[src/sst_pkg.sv]
// ----------------------------------------------------------------------------
// sst_pkg: shared constants and types of the sparse set slot table
// Table sizes, operation and status codes, and the command and status
// bundles between the controller and the datapath.
// ----------------------------------------------------------------------------
package sst_pkg;

	localparam int ENTITY_SLOTS = 256;
	localparam int DENSE_SLOTS  = 256;
	localparam int HANDLE_BITS  = 32;

	localparam int IDX_BITS   = $clog2(ENTITY_SLOTS);
	localparam int SLOT_BITS  = $clog2(DENSE_SLOTS);
	localparam int COUNT_BITS = SLOT_BITS + 1;

	localparam logic [1:0] OP_ADD    = 2'd0;
	localparam logic [1:0] OP_REMOVE = 2'd1;
	localparam logic [1:0] OP_HAS    = 2'd2;
	localparam logic [1:0] OP_GET    = 2'd3;

	localparam logic [1:0] STAT_OK      = 2'd0;
	localparam logic [1:0] STAT_PRESENT = 2'd1;
	localparam logic [1:0] STAT_ABSENT  = 2'd2;
	localparam logic [1:0] STAT_FULL    = 2'd3;

	// controller to datapath
	typedef struct packed {
		logic capture;  // latch the word and launch the table reads
		logic commit;   // update the tables and load the result register
	} sst_cmd_t;

	// datapath to controller
	typedef struct packed {
		logic out_blocked;  // result register full and not being taken
	} sst_stat_t;

endpackage

[src/sst_ctrl.sv]
// ----------------------------------------------------------------------------
// sst_ctrl: operation sequencer
// Two-step controller: capture a word with the table reads, then commit
// the table updates once the result register can take the answer.
// ----------------------------------------------------------------------------
module sst_ctrl import sst_pkg::*; (
	input  logic      clk,
	input  logic      arst_n,
	input  logic      in_valid,
	output logic      in_ready,
	input  sst_stat_t stat,
	output sst_cmd_t  cmd
);

	localparam logic S_IDLE = 1'b0;
	localparam logic S_EXEC = 1'b1;

	logic state_q;
	logic state_d;

	always_comb begin
		state_d     = state_q;
		in_ready    = 1'b0;
		cmd.capture = 1'b0;
		cmd.commit  = 1'b0;
		unique case (state_q)
			S_IDLE: begin
				in_ready = 1'b1;
				if (in_valid) begin
					cmd.capture = 1'b1;
					state_d     = S_EXEC;
				end
			end
			S_EXEC: begin
				// hold while the previous result still waits
				if (!stat.out_blocked) begin
					cmd.commit = 1'b1;
					state_d    = S_IDLE;
				end
			end
			default: begin
				state_d = S_IDLE;
			end
		endcase
	end

	always_ff @(posedge clk or negedge arst_n) begin
		if (!arst_n) begin
			state_q <= S_IDLE;
		end else begin
			state_q <= state_d;
		end
	end

endmodule

[src/sst_datapath.sv]
// ----------------------------------------------------------------------------
// sst_datapath: tables, entry count and result register
// Holds the sparse map (valid flops plus slot memory), the dense handle and
// owner memories, the occupied count and the registered result word.
// ----------------------------------------------------------------------------
module sst_datapath import sst_pkg::*; (
	input  logic                   clk,
	input  logic                   arst_n,
	input  sst_cmd_t               cmd,
	output sst_stat_t              stat,
	input  logic [1:0]             op,
	input  logic [IDX_BITS-1:0]    entity_index,
	input  logic [HANDLE_BITS-1:0] entity_handle,
	output logic                   out_valid,
	input  logic                   out_ready,
	output logic [1:0]             status,
	output logic                   present,
	output logic [SLOT_BITS-1:0]   slot,
	output logic                   moved,
	output logic [SLOT_BITS-1:0]   moved_from,
	output logic [COUNT_BITS-1:0]  entry_count
);

	// captured word
	logic [1:0]             op_q;
	logic [IDX_BITS-1:0]    idx_q;
	logic [HANDLE_BITS-1:0] handle_q;

	// table state
	logic [ENTITY_SLOTS-1:0] valid_q;
	logic [COUNT_BITS-1:0]   count_q;
	logic [SLOT_BITS-1:0]    sparse_mem [ENTITY_SLOTS];
	logic [HANDLE_BITS-1:0]  dense_handle_mem [DENSE_SLOTS];
	logic [IDX_BITS-1:0]     dense_owner_mem [DENSE_SLOTS];

	// registered read data
	logic [SLOT_BITS-1:0]   sparse_rd_q;
	logic [HANDLE_BITS-1:0] last_handle_q;
	logic [IDX_BITS-1:0]    last_owner_q;

	// result register
	logic                  out_valid_q;
	logic [1:0]            status_q;
	logic                  present_q;
	logic [SLOT_BITS-1:0]  slot_q;
	logic                  moved_q;
	logic [SLOT_BITS-1:0]  moved_from_q;
	logic [COUNT_BITS-1:0] count_out_q;

	// execute-step decode
	logic                   here;
	logic [SLOT_BITS-1:0]   cur;
	logic [COUNT_BITS-1:0]  last;
	logic [SLOT_BITS-1:0]   last_slot;
	logic                   full;
	logic                   add_ok;
	logic                   rem_ok;
	logic                   do_move;
	logic [1:0]             res_status;
	logic                   res_present;
	logic [SLOT_BITS-1:0]   res_slot;
	logic [COUNT_BITS-1:0]  count_d;
	logic                   sparse_we;
	logic [IDX_BITS-1:0]    sparse_waddr;
	logic [SLOT_BITS-1:0]   sparse_wdata;
	logic                   dense_we;
	logic [SLOT_BITS-1:0]   dense_waddr;
	logic [HANDLE_BITS-1:0] dense_whandle;
	logic [IDX_BITS-1:0]    dense_wowner;

	assign here      = valid_q[idx_q];
	assign cur       = here ? sparse_rd_q : '0;
	assign last      = count_q - COUNT_BITS'(1);
	assign last_slot = last[SLOT_BITS-1:0];
	assign full      = (count_q >= COUNT_BITS'(DENSE_SLOTS));

	always_comb begin
		add_ok      = 1'b0;
		rem_ok      = 1'b0;
		res_status  = STAT_OK;
		res_present = 1'b0;
		res_slot    = '0;
		unique case (op_q)
			OP_ADD: begin
				if (here) begin
					res_status  = STAT_PRESENT;
					res_present = 1'b1;
					res_slot    = cur;
				end else if (full) begin
					res_status = STAT_FULL;
				end else begin
					add_ok   = 1'b1;
					res_slot = count_q[SLOT_BITS-1:0];
				end
			end
			OP_REMOVE: begin
				if (here) begin
					rem_ok      = 1'b1;
					res_present = 1'b1;
					res_slot    = cur;
				end else begin
					res_status = STAT_ABSENT;
				end
			end
			OP_HAS: begin
				res_present = here;
				res_slot    = cur;
			end
			OP_GET: begin
				if (here) begin
					res_present = 1'b1;
					res_slot    = cur;
				end else begin
					res_status = STAT_ABSENT;
				end
			end
			default: begin
				res_status = STAT_OK;
			end
		endcase
	end

	// a remove that frees an inner slot pulls the last entry down into it
	assign do_move = rem_ok && (cur != last_slot);

	always_comb begin
		count_d = count_q;
		if (add_ok) begin
			count_d = count_q + COUNT_BITS'(1);
		end else if (rem_ok) begin
			count_d = last;
		end
	end

	// one write port per memory
	assign sparse_we     = cmd.commit && (add_ok || do_move);
	assign sparse_waddr  = add_ok ? idx_q : last_owner_q;
	assign sparse_wdata  = add_ok ? count_q[SLOT_BITS-1:0] : cur;
	assign dense_we      = cmd.commit && (add_ok || do_move);
	assign dense_waddr   = add_ok ? count_q[SLOT_BITS-1:0] : cur;
	assign dense_whandle = add_ok ? handle_q : last_handle_q;
	assign dense_wowner  = add_ok ? idx_q : last_owner_q;

	always_ff @(posedge clk) begin
		if (cmd.capture) begin
			op_q     <= op;
			idx_q    <= entity_index;
			handle_q <= entity_handle;
		end
	end

	always_ff @(posedge clk) begin
		if (sparse_we) begin
			sparse_mem[sparse_waddr] <= sparse_wdata;
		end
		if (cmd.capture) begin
			sparse_rd_q <= sparse_mem[entity_index];
		end
	end

	always_ff @(posedge clk) begin
		if (dense_we) begin
			dense_handle_mem[dense_waddr] <= dense_whandle;
			dense_owner_mem[dense_waddr]  <= dense_wowner;
		end
		if (cmd.capture) begin
			last_handle_q <= dense_handle_mem[last_slot];
			last_owner_q  <= dense_owner_mem[last_slot];
		end
	end

	always_ff @(posedge clk or negedge arst_n) begin
		if (!arst_n) begin
			valid_q <= '0;
			count_q <= '0;
		end else if (cmd.commit) begin
			if (add_ok) begin
				valid_q[idx_q] <= 1'b1;
			end else if (rem_ok) begin
				valid_q[idx_q] <= 1'b0;
			end
			count_q <= count_d;
		end
	end

	always_ff @(posedge clk or negedge arst_n) begin
		if (!arst_n) begin
			out_valid_q <= 1'b0;
		end else if (cmd.commit) begin
			out_valid_q <= 1'b1;
		end else if (out_ready) begin
			out_valid_q <= 1'b0;
		end
	end

	always_ff @(posedge clk) begin
		if (cmd.commit) begin
			status_q     <= res_status;
			present_q    <= res_present;
			slot_q       <= res_slot;
			moved_q      <= do_move;
			moved_from_q <= do_move ? last_slot : '0;
			count_out_q  <= count_d;
		end
	end

	assign stat.out_blocked = out_valid_q && !out_ready;

	assign out_valid   = out_valid_q;
	assign status      = status_q;
	assign present     = present_q;
	assign slot        = slot_q;
	assign moved       = moved_q;
	assign moved_from  = moved_from_q;
	assign entry_count = count_out_q;

endmodule

[src/sparse_set_slot_table.sv]
// ----------------------------------------------------------------------------
// sparse_set_slot_table: sparse set mapping entity indices to dense slots
// Add, remove (swap the last entry into the freed slot), has and get, with
// duplicate, absent and full reported in the status field.
// ----------------------------------------------------------------------------
//
//  channel  handshake             fields
//  -------  --------------------  ----------------------------------------------
//  in       in_valid / in_ready   op, entity_index, entity_handle
//  out      out_valid / out_ready status, present, slot, moved, moved_from,
//                                 entry_count
//
//  Every word takes two steps: the accept cycle launches the sparse-map
//  read and the read of the last dense entry in parallel, the commit step
//  uses the registered read data to commit all table writes at once.
//  The two registered memory reads ahead of the dependent writes set the rate.
//  Reset clears the sparse valid flops and the count at once; no clearing
//  pass. The dense memories need no reset since only written slots are read.
//  A result waits in the output register while the next word is accepted;
//  the commit of that word holds until the output register is taken.
//
module sparse_set_slot_table import sst_pkg::*; (
	input  logic                   clk,
	input  logic                   arst_n,
	input  logic                   in_valid,
	output logic                   in_ready,
	input  logic [1:0]             op,
	input  logic [IDX_BITS-1:0]    entity_index,
	input  logic [HANDLE_BITS-1:0] entity_handle,
	output logic                   out_valid,
	input  logic                   out_ready,
	output logic [1:0]             status,
	output logic                   present,
	output logic [SLOT_BITS-1:0]   slot,
	output logic                   moved,
	output logic [SLOT_BITS-1:0]   moved_from,
	output logic [COUNT_BITS-1:0]  entry_count
);

	sst_cmd_t  cmd;
	sst_stat_t stat;

	// sequencer: capture, then commit when the output register is free
	sst_ctrl u_ctrl (
		.clk      (clk),
		.arst_n   (arst_n),
		.in_valid (in_valid),
		.in_ready (in_ready),
		.stat     (stat),
		.cmd      (cmd)
	);

	// tables, count and result register
	sst_datapath u_datapath (
		.clk           (clk),
		.arst_n        (arst_n),
		.cmd           (cmd),
		.stat          (stat),
		.op            (op),
		.entity_index  (entity_index),
		.entity_handle (entity_handle),
		.out_valid     (out_valid),
		.out_ready     (out_ready),
		.status        (status),
		.present       (present),
		.slot          (slot),
		.moved         (moved),
		.moved_from    (moved_from),
		.entry_count   (entry_count)
	);

	// an accepted word is never followed by another accept in the next cycle
	assert property (@(posedge clk) disable iff (!arst_n)
		in_valid && in_ready |=> !in_ready)
		else $error("word accepted during execute step");

	// a move only comes from a successful remove, from a different slot
	assert property (@(posedge clk) disable iff (!arst_n)
		out_valid && moved |-> status == STAT_OK && present && moved_from != slot)
		else $error("inconsistent move report");

	// the count never passes the dense capacity
	assert property (@(posedge clk) disable iff (!arst_n)
		out_valid |-> entry_count <= COUNT_BITS'(DENSE_SLOTS))
		else $error("entry count over capacity");

	// a commit never overwrites a result that is still waiting
	assert property (@(posedge clk) disable iff (!arst_n)
		cmd.commit |-> !(out_valid && !out_ready))
		else $error("result overwritten");

endmodule

[config.mk]
export PLATFORM = sky130hd
export DESIGN_NAME = sparse_set_slot_table
export DESIGN_NICKNAME = d
export VERILOG_FILES = /design/src/sst_pkg.sv /design/src/sst_ctrl.sv /design/src/sst_datapath.sv /design/src/sparse_set_slot_table.sv
export SDC_FILE = /design/constraint.sdc
export NUM_CORES = 2
export LEC_CHECK = 0
export BUFFER_PORTS_ARGS = -buffer_cell sky130_fd_sc_hd__buf_2
export CORE_ASPECT_RATIO = 1.2
export CORE_UTILIZATION = 35
export DETAILED_ROUTE_END_ITERATION = 7
export SETUP_SLACK_MARGIN = 0.1
export SYNTH_ARGS = -nofsm -noshare
export SYNTH_HDL_FRONTEND = slang
export SYNTH_SLANG_ARGS = --single-unit
[constraint.sdc]
create_clock -name clk -period 18.7 [get_ports clk]
set_input_delay 0.935 -clock clk [delete_from_list [all_inputs] [get_ports clk]]
set_output_delay 0.935 -clock clk [all_outputs]
set_load 0.1 [all_outputs]
; Word level (Yosys, flattened, before mapping)
; Memories as Yosys holds them, arrays and structs flattened. A register that Yosys moved wholly into a read port is not among the register bits.
; Index checks and enable logic that the tools add are counted.
[totals]
inputBits = 46
mem_bits_rw = 4096
out_inout_bits = 31
memories = 2
reg_bits = 306
[mem_list]
columns = name, depth, word_bits, rd, rd_ports_with_merged_regs, wr, line
row1 = u_datapath.dense_owner_mem, 256, 8, 1, 1, 1, sst_datapath.sv:34  ; logic [IDX_BITS-1:0] dense_owner_mem [DENSE_SLOTS];
row2 = u_datapath.sparse_mem, 256, 8, 1, 1, 1, sst_datapath.sv:32  ; logic [SLOT_BITS-1:0] sparse_mem [ENTITY_SLOTS];
[classes]
n_eq_ne = 4
magnitude_cmp = 3
muxes = 36
bitwise = 4
add_sub_neg = 2
n_reduce_logical = 12
[op_table]
columns = cell, n
row1 = 256-bit two-way mux, 2
row2 = 256-bit AND, 1
row3 = 256-bit NOT, 1
row4 = 256-bit OR, 1
row5 = 8-bit two-way mux, 6
row6 = 8-bit case mux with 3 select lines, 1
row7 = 9-bit two-way mux, 2
row8 = 1-bit two-way mux, 17
row9 = 9-bit by 1-bit adder with 9-bit output (second input constant), 1
row10 = 9-bit greater-or-equal comparator (second input constant), 1
row11 = 8-bit by 9-bit less-than comparator with 1-bit output (second input constant), 1
row12 = 9-bit by 1-bit subtractor with 9-bit output (second input constant), 1
row13 = 1-bit binary-select mux with 8-bit select, 1
row14 = 1-bit demux with 8-bit select, 1
row15 = 8-bit by 1-bit greater-or-equal comparator with 1-bit output (second input constant), 1
row16 = 8-bit != test, 1
row17 = 2-bit two-way mux, 3
row18 = 2-bit == test (second input constant), 2
row19 = 1-bit logical AND, 4
row20 = 1-bit case mux with 2 select lines, 2
row21 = 2-bit case mux with 2 select lines, 1
row22 = 2-bit nonzero test, 2
row23 = 3-bit OR reduction, 1
row24 = 2-bit by 1-bit == test with 1-bit output (second input constant), 1
row25 = 6 further kinds, 6

; Depth between registers and ports, before layout
[logic_depth]
ltp_word = 9
ltp_mapped = 19
mapped_depth_nobuf = 12

; By module
; A second synthesis with hierarchy kept.
[hier_totals]
cells_unflattened = 8116
area_unflattened_um2 = 175844.9
[modules_own_cells]
columns = module, instances, cells_per_inst, area_each_um2
row1 = sst_datapath, 1, 8111, 175787.3
row2 = sst_ctrl, 1, 5, 57.6

; Worst setup path after synthesis
; No wires, ideal clock.
[synth_timing]
kind = register to register
startpoint = register u_datapath.idx_q[0]
endpoint = memory u_datapath.sparse_mem[0][7] in the netlist's numbering (data pin)
path_buffers = 6
path_stages_with_launch = 15
setup_slack_ns = 3.719
synth_period_minus_slack_ns = 14.981
arrival_time_ns = 12.793
path_cell_list = edfxtp_1 buf_4 mux4_2 mux2i_1 o22a_1 a31oi_1 a2111oi_2 a31o_1 buf_6 inv_6 buf_6 buf_2 buf_1 clkbuf_1 o21ai_0
[synth_between]
elab_chain_len = 5
word_cells_on_any_way = 6
classes_between = 6 x mux
[synth_lines]
columns = item, line
row1 = "start, declared", sst_datapath.sv:26  ; logic [IDX_BITS-1:0] idx_q;
row2 = "start signal, assigned", sst_datapath.sv:147  ; idx_q <= entity_index;
row3 = 1-bit binary-select mux with 8-bit select *, sst_datapath.sv:71  ; assign here = valid_q[idx_q];
row4 = 1-bit two-way mux (implied by the code) *, sst_datapath.sv:71
row5 = net u_datapath.here, sst_datapath.sv:51  ; logic here;
row6 = 1-bit two-way mux, sst_datapath.sv:85  ; if (here) begin
row7 = 1-bit two-way mux, sst_datapath.sv:83  ; unique case (op_q)
row8 = 8-bit two-way mux *, -
row9 = net u_datapath.dense_waddr[7], sst_datapath.sv:67  ; logic [SLOT_BITS-1:0] dense_waddr;
row10 = "end, declared", sst_datapath.sv:32
; The timed path passes the listed nets; every way through them passes the cells marked *. The select of a mux whose other input is x is not followed.

; Final worst setup path
[layout_timing]
startpoint = register u_datapath.idx_q[1]
endpoint = memory u_datapath.dense_owner_mem[87][4] in the netlist's numbering (data pin)
[layout_between]
elab_chain_len = 5
[layout_lines]
columns = item, line
row1 = 1-bit binary-select mux with 8-bit select, sst_datapath.sv:71
row2 = 1-bit two-way mux (implied by the code), sst_datapath.sv:71
row3 = 1-bit two-way mux, sst_datapath.sv:85
row4 = 1-bit two-way mux, sst_datapath.sv:83
row5 = 8-bit two-way mux, sst_datapath.sv:142  ; assign dense_wowner = add_ok ? idx_q : last_owner_q;
row6 = net u_datapath.dense_wowner[4], sst_datapath.sv:69  ; logic [IDX_BITS-1:0] dense_wowner;
row7 = "end, declared", sst_datapath.sv:34
; The timed path passes the listed nets, and every way through them passes these cells. The select of a mux whose other input is x is not followed.

==> impl_metrics.env <==
export IMPL_netlist_instances=8170
export IMPL_hold_path_class="in -> async"
export IMPL_rsz0062_at_grt="false"
export IMPL_root_buffer="clkbuf_16"
export IMPL_synth_ff_type="edfxtp_1"
export IMPL_die_x_um=648
export IMPL_port_buffers=44
export IMPL_fillers=43587
export IMPL_num_vias=84250
export IMPL_setup_worst_path_start_class="register"
export IMPL_multi_input_area_mm2=0.0422
export IMPL_worst_ep_required_time_ns=19.29
export IMPL_cp_arrival_ns=8.95
export IMPL_period_needed_ns=8.36
export IMPL_grt_usage=0.167
export IMPL_tns_ns=0
export IMPL_detail_route_iter0_violations=9252
export IMPL_vdd_drop_max_mv=0.168
export IMPL_powerDensity_mw_per_mm2=143
export IMPL_fmax_mhz=120
export IMPL_period_share=0.447
export IMPL_grt_max_degree=271
export IMPL_max_slew_worst_pin_slew_ns=1.35
export IMPL_ys_seq_elements=4418
export IMPL_avgSynthCellArea_um2=21.4
export IMPL_hold_viol_final=0
export IMPL_cts_hold_buf=0
export IMPL_dieArea_mm2=0.503
export IMPL_avgRoutedWirePerCell_um=28.1
export IMPL_critPathKind="reg -> reg"
export IMPL_drive_gt1_frac=0.281
export IMPL_clk_path_buf_depth=4
export IMPL_clk_latency_ns=0.96
export IMPL_routabilityCongestion=0.792
export IMPL_postCtsSetupRepairBufs=0
export IMPL_maxCapViolCount=0
export IMPL_firstDrtPassIters=6
export IMPL_core_area_mm2=0.498
export IMPL_start_util=0.351
export IMPL_grt_pass1_wl_um=620000
export IMPL_htreeDepth=5
export IMPL_endpoint_kind="register"
export IMPL_rows=284
export IMPL_ant_nets=0
export IMPL_ys_async_sr_fraction=0.0604
export IMPL_die_height_um=777
export IMPL_hold_slack_ns=0.0564
export IMPL_syn_area_mm2=0.175
export IMPL_grt_pass1_vias=86557
export IMPL_wl_um=428000
export IMPL_syn_to_final_growth_pct=12.6
export IMPL_synth_edff_count=4151
export IMPL_status="completed"
export IMPL_cts_repair_resized=0
export IMPL_grt_remaining_overflow=0
export IMPL_dp_hpwl_um=251000
export IMPL_synth_fp_nets=8218
export IMPL_clkTransAtPathRegs_ns=0.07
export IMPL_cts_num_sinks=4418
export IMPL_nets=8331
export IMPL_remaining_drc_errors=0
export IMPL_avgViaCountPerCell=5.54
export IMPL_num_io_pins=77
export IMPL_clock_skew_ns=0.0546
export IMPL_ys_warn_count=0
export IMPL_report_final_slew_viol_count=0
export IMPL_power_mw=28.2
export IMPL_antenna_found_initial=20
export IMPL_ys_types=76
export IMPL_slew_headroom=0.0897
export IMPL_p_leak_nw=60.7
export IMPL_setup_viol=0
export IMPL_crit_fanout=107
export IMPL_ys_seq_area_frac=0.750
export IMPL_cts_tree="done"
export IMPL_seqCellArea_mm2=0.131
export IMPL_cts_buffers=400
-- placed cells by master, fill, tap and decap left out, types with 43 or more instances in the layout --
| master | instances |
|---|---|
| clkinv_2 | 73 |
| o21ai_0 | 274 |
| o31ai_1 | 256 |
| nor2_1 | 360 |
| bufinv_16 | 44 |
| clkbuf_1 | 50 |
| buf_4 | 217 |
| nor3_1 | 111 |
| mux2i_1 | 103 |
| clkinv_1 | 86 |
| dfrtp_1 | 266 |
| mux4_2 | 1380 |
| edfxtp_1 | 4151 |
| nand2_1 | 190 |
| clkbuf_16 | 413 |
| nand3_1 | 110 |
| nor4_1 | 43 |
-- worst max-delay path, cell delays in order (launching register included) --
cell       delay [ns]
edfxtp_1         0.42
buf_12           0.54
mux4_2           0.61
mux2_2           0.27
o22ai_1          0.36
nor4_1           0.14
a2111oi_2        0.45
a31o_4           0.15
buf_4            0.59
inv_6            0.39
nor2_4           0.84
nand2_1          0.22
nand2_4          0.71
buf_4            0.91
buf_4            0.84
-- final timing paths --
| path | start | endpoint | slack (ns) | cells past startpoint |
|---|---|---|---|---|
| setup / recovery | u_datapath.idx_q[1] | u_datapath.dense_owner_mem[87][4] | 10.34 | 14 |
| max in group asynchronous | arst_n | u_datapath.count_q[0] | 16.84 | 2 |
| hold / removal | arst_n | asynchronous set/reset pin | 0.06 | 1 |
| setup reg to reg | u_datapath.idx_q[1] | u_datapath.dense_owner_mem[87][4] | 10.34 | 14 |
| hold reg to reg | register | register | 0.50 | 2 |
| min in group clk | op[0] | u_datapath.op_q[0] | 0.16 | 1 |
-- report_power, final --
group | leakage [nW] | internal (mW) | total, mW | switching, mW
Clock | 6.41 | 4.68 | 8.36 | 3.68
Sequential | 41.3 | 12.2 | 12.3 | 0.106
Combinational | 13.0 | 2.53 | 7.49 | 4.96
-- flip-flops by register name (all words and copies together) (netlist names), 8 cells and up, named ones only --
name	cells
u_datapath.last_owner_q	8
u_datapath.moved_from	8
u_datapath.sparse_rd_q	8
u_datapath.count_q	9
u_datapath.dense_owner_mem	2048
u_datapath.entry_count	9
u_datapath.idx_q	8
u_datapath.slot	8
u_datapath.sparse_mem	2048
-- layer usage --
| metal | share of wire | wire length, um | vias to the layer above | track usage |
|---|---|---|---|---|
| met5 | 0.00013 | 54 | - | 0 |
| met4 | 0.032 | 13600 | 8 | 0.0520 |
| met3 | 0.068 | 28900 | 621 | 0.0263 |
| met2 | 0.50 | 215000 | 3176 | 0.281 |
| met1 | 0.40 | 171000 | 45693 | 0.223 |
| li1 | - | - | 34752 | - |
-- cell families after synthesis --
kind of cell	synth area share
DFF	0.750
muxes	0.185
and+or+nand+nor	0.0253
AOI/OAI and AO/OA	0.0250
buffers and inverters	0.0139
xor gates and xnor gates	0.000850
adders and majority gates	0.000143
-- Yosys cell counts, types with 105 or more instances --
cell | n | area (um2)
mux2i_1 | 105 | 1050
o31ai_1 | 258 | 1940
nor2_1 | 364 | 1370
dfrtp_1 | 267 | 6680
o21ai_0 | 285 | 1430
nand2_1 | 198 | 743
edfxtp_1 | 4151 | 125000
mux4_2 | 1380 | 31100
clkbuf_1 | 312 | 1170
buf_1 | 133 | 499
nor3_1 | 125 | 626
nand3_1 | 111 | 556
-- cell type report --
class,instances,share of cell area
Sequential cell,4418,0.666
Multi-Input combinational cell,3174,0.214
Clock buffer,467,0.0536
Tap cell,6578,0.0417
Clock inverter,271,0.0134
Timing Repair Buffer,277,0.0108
Inverter,12,0.000254
Antenna cell,3,0.0000381
-- metrics by stage --
step	worst slack (ns)	area, um2	instances	utilization
after global routing	9.87	197000	15199	0.396
after floorplan	3.72	175000	8170	-
after detailed placement	10.34	184000	14451	0.369
after CTS	10.31	197000	15189	0.396
final	10.34	197000	15200	0.396
after global placement	10.62	184000	14450	0.369
No activity file was read; power rests on OpenSTA's default activity.
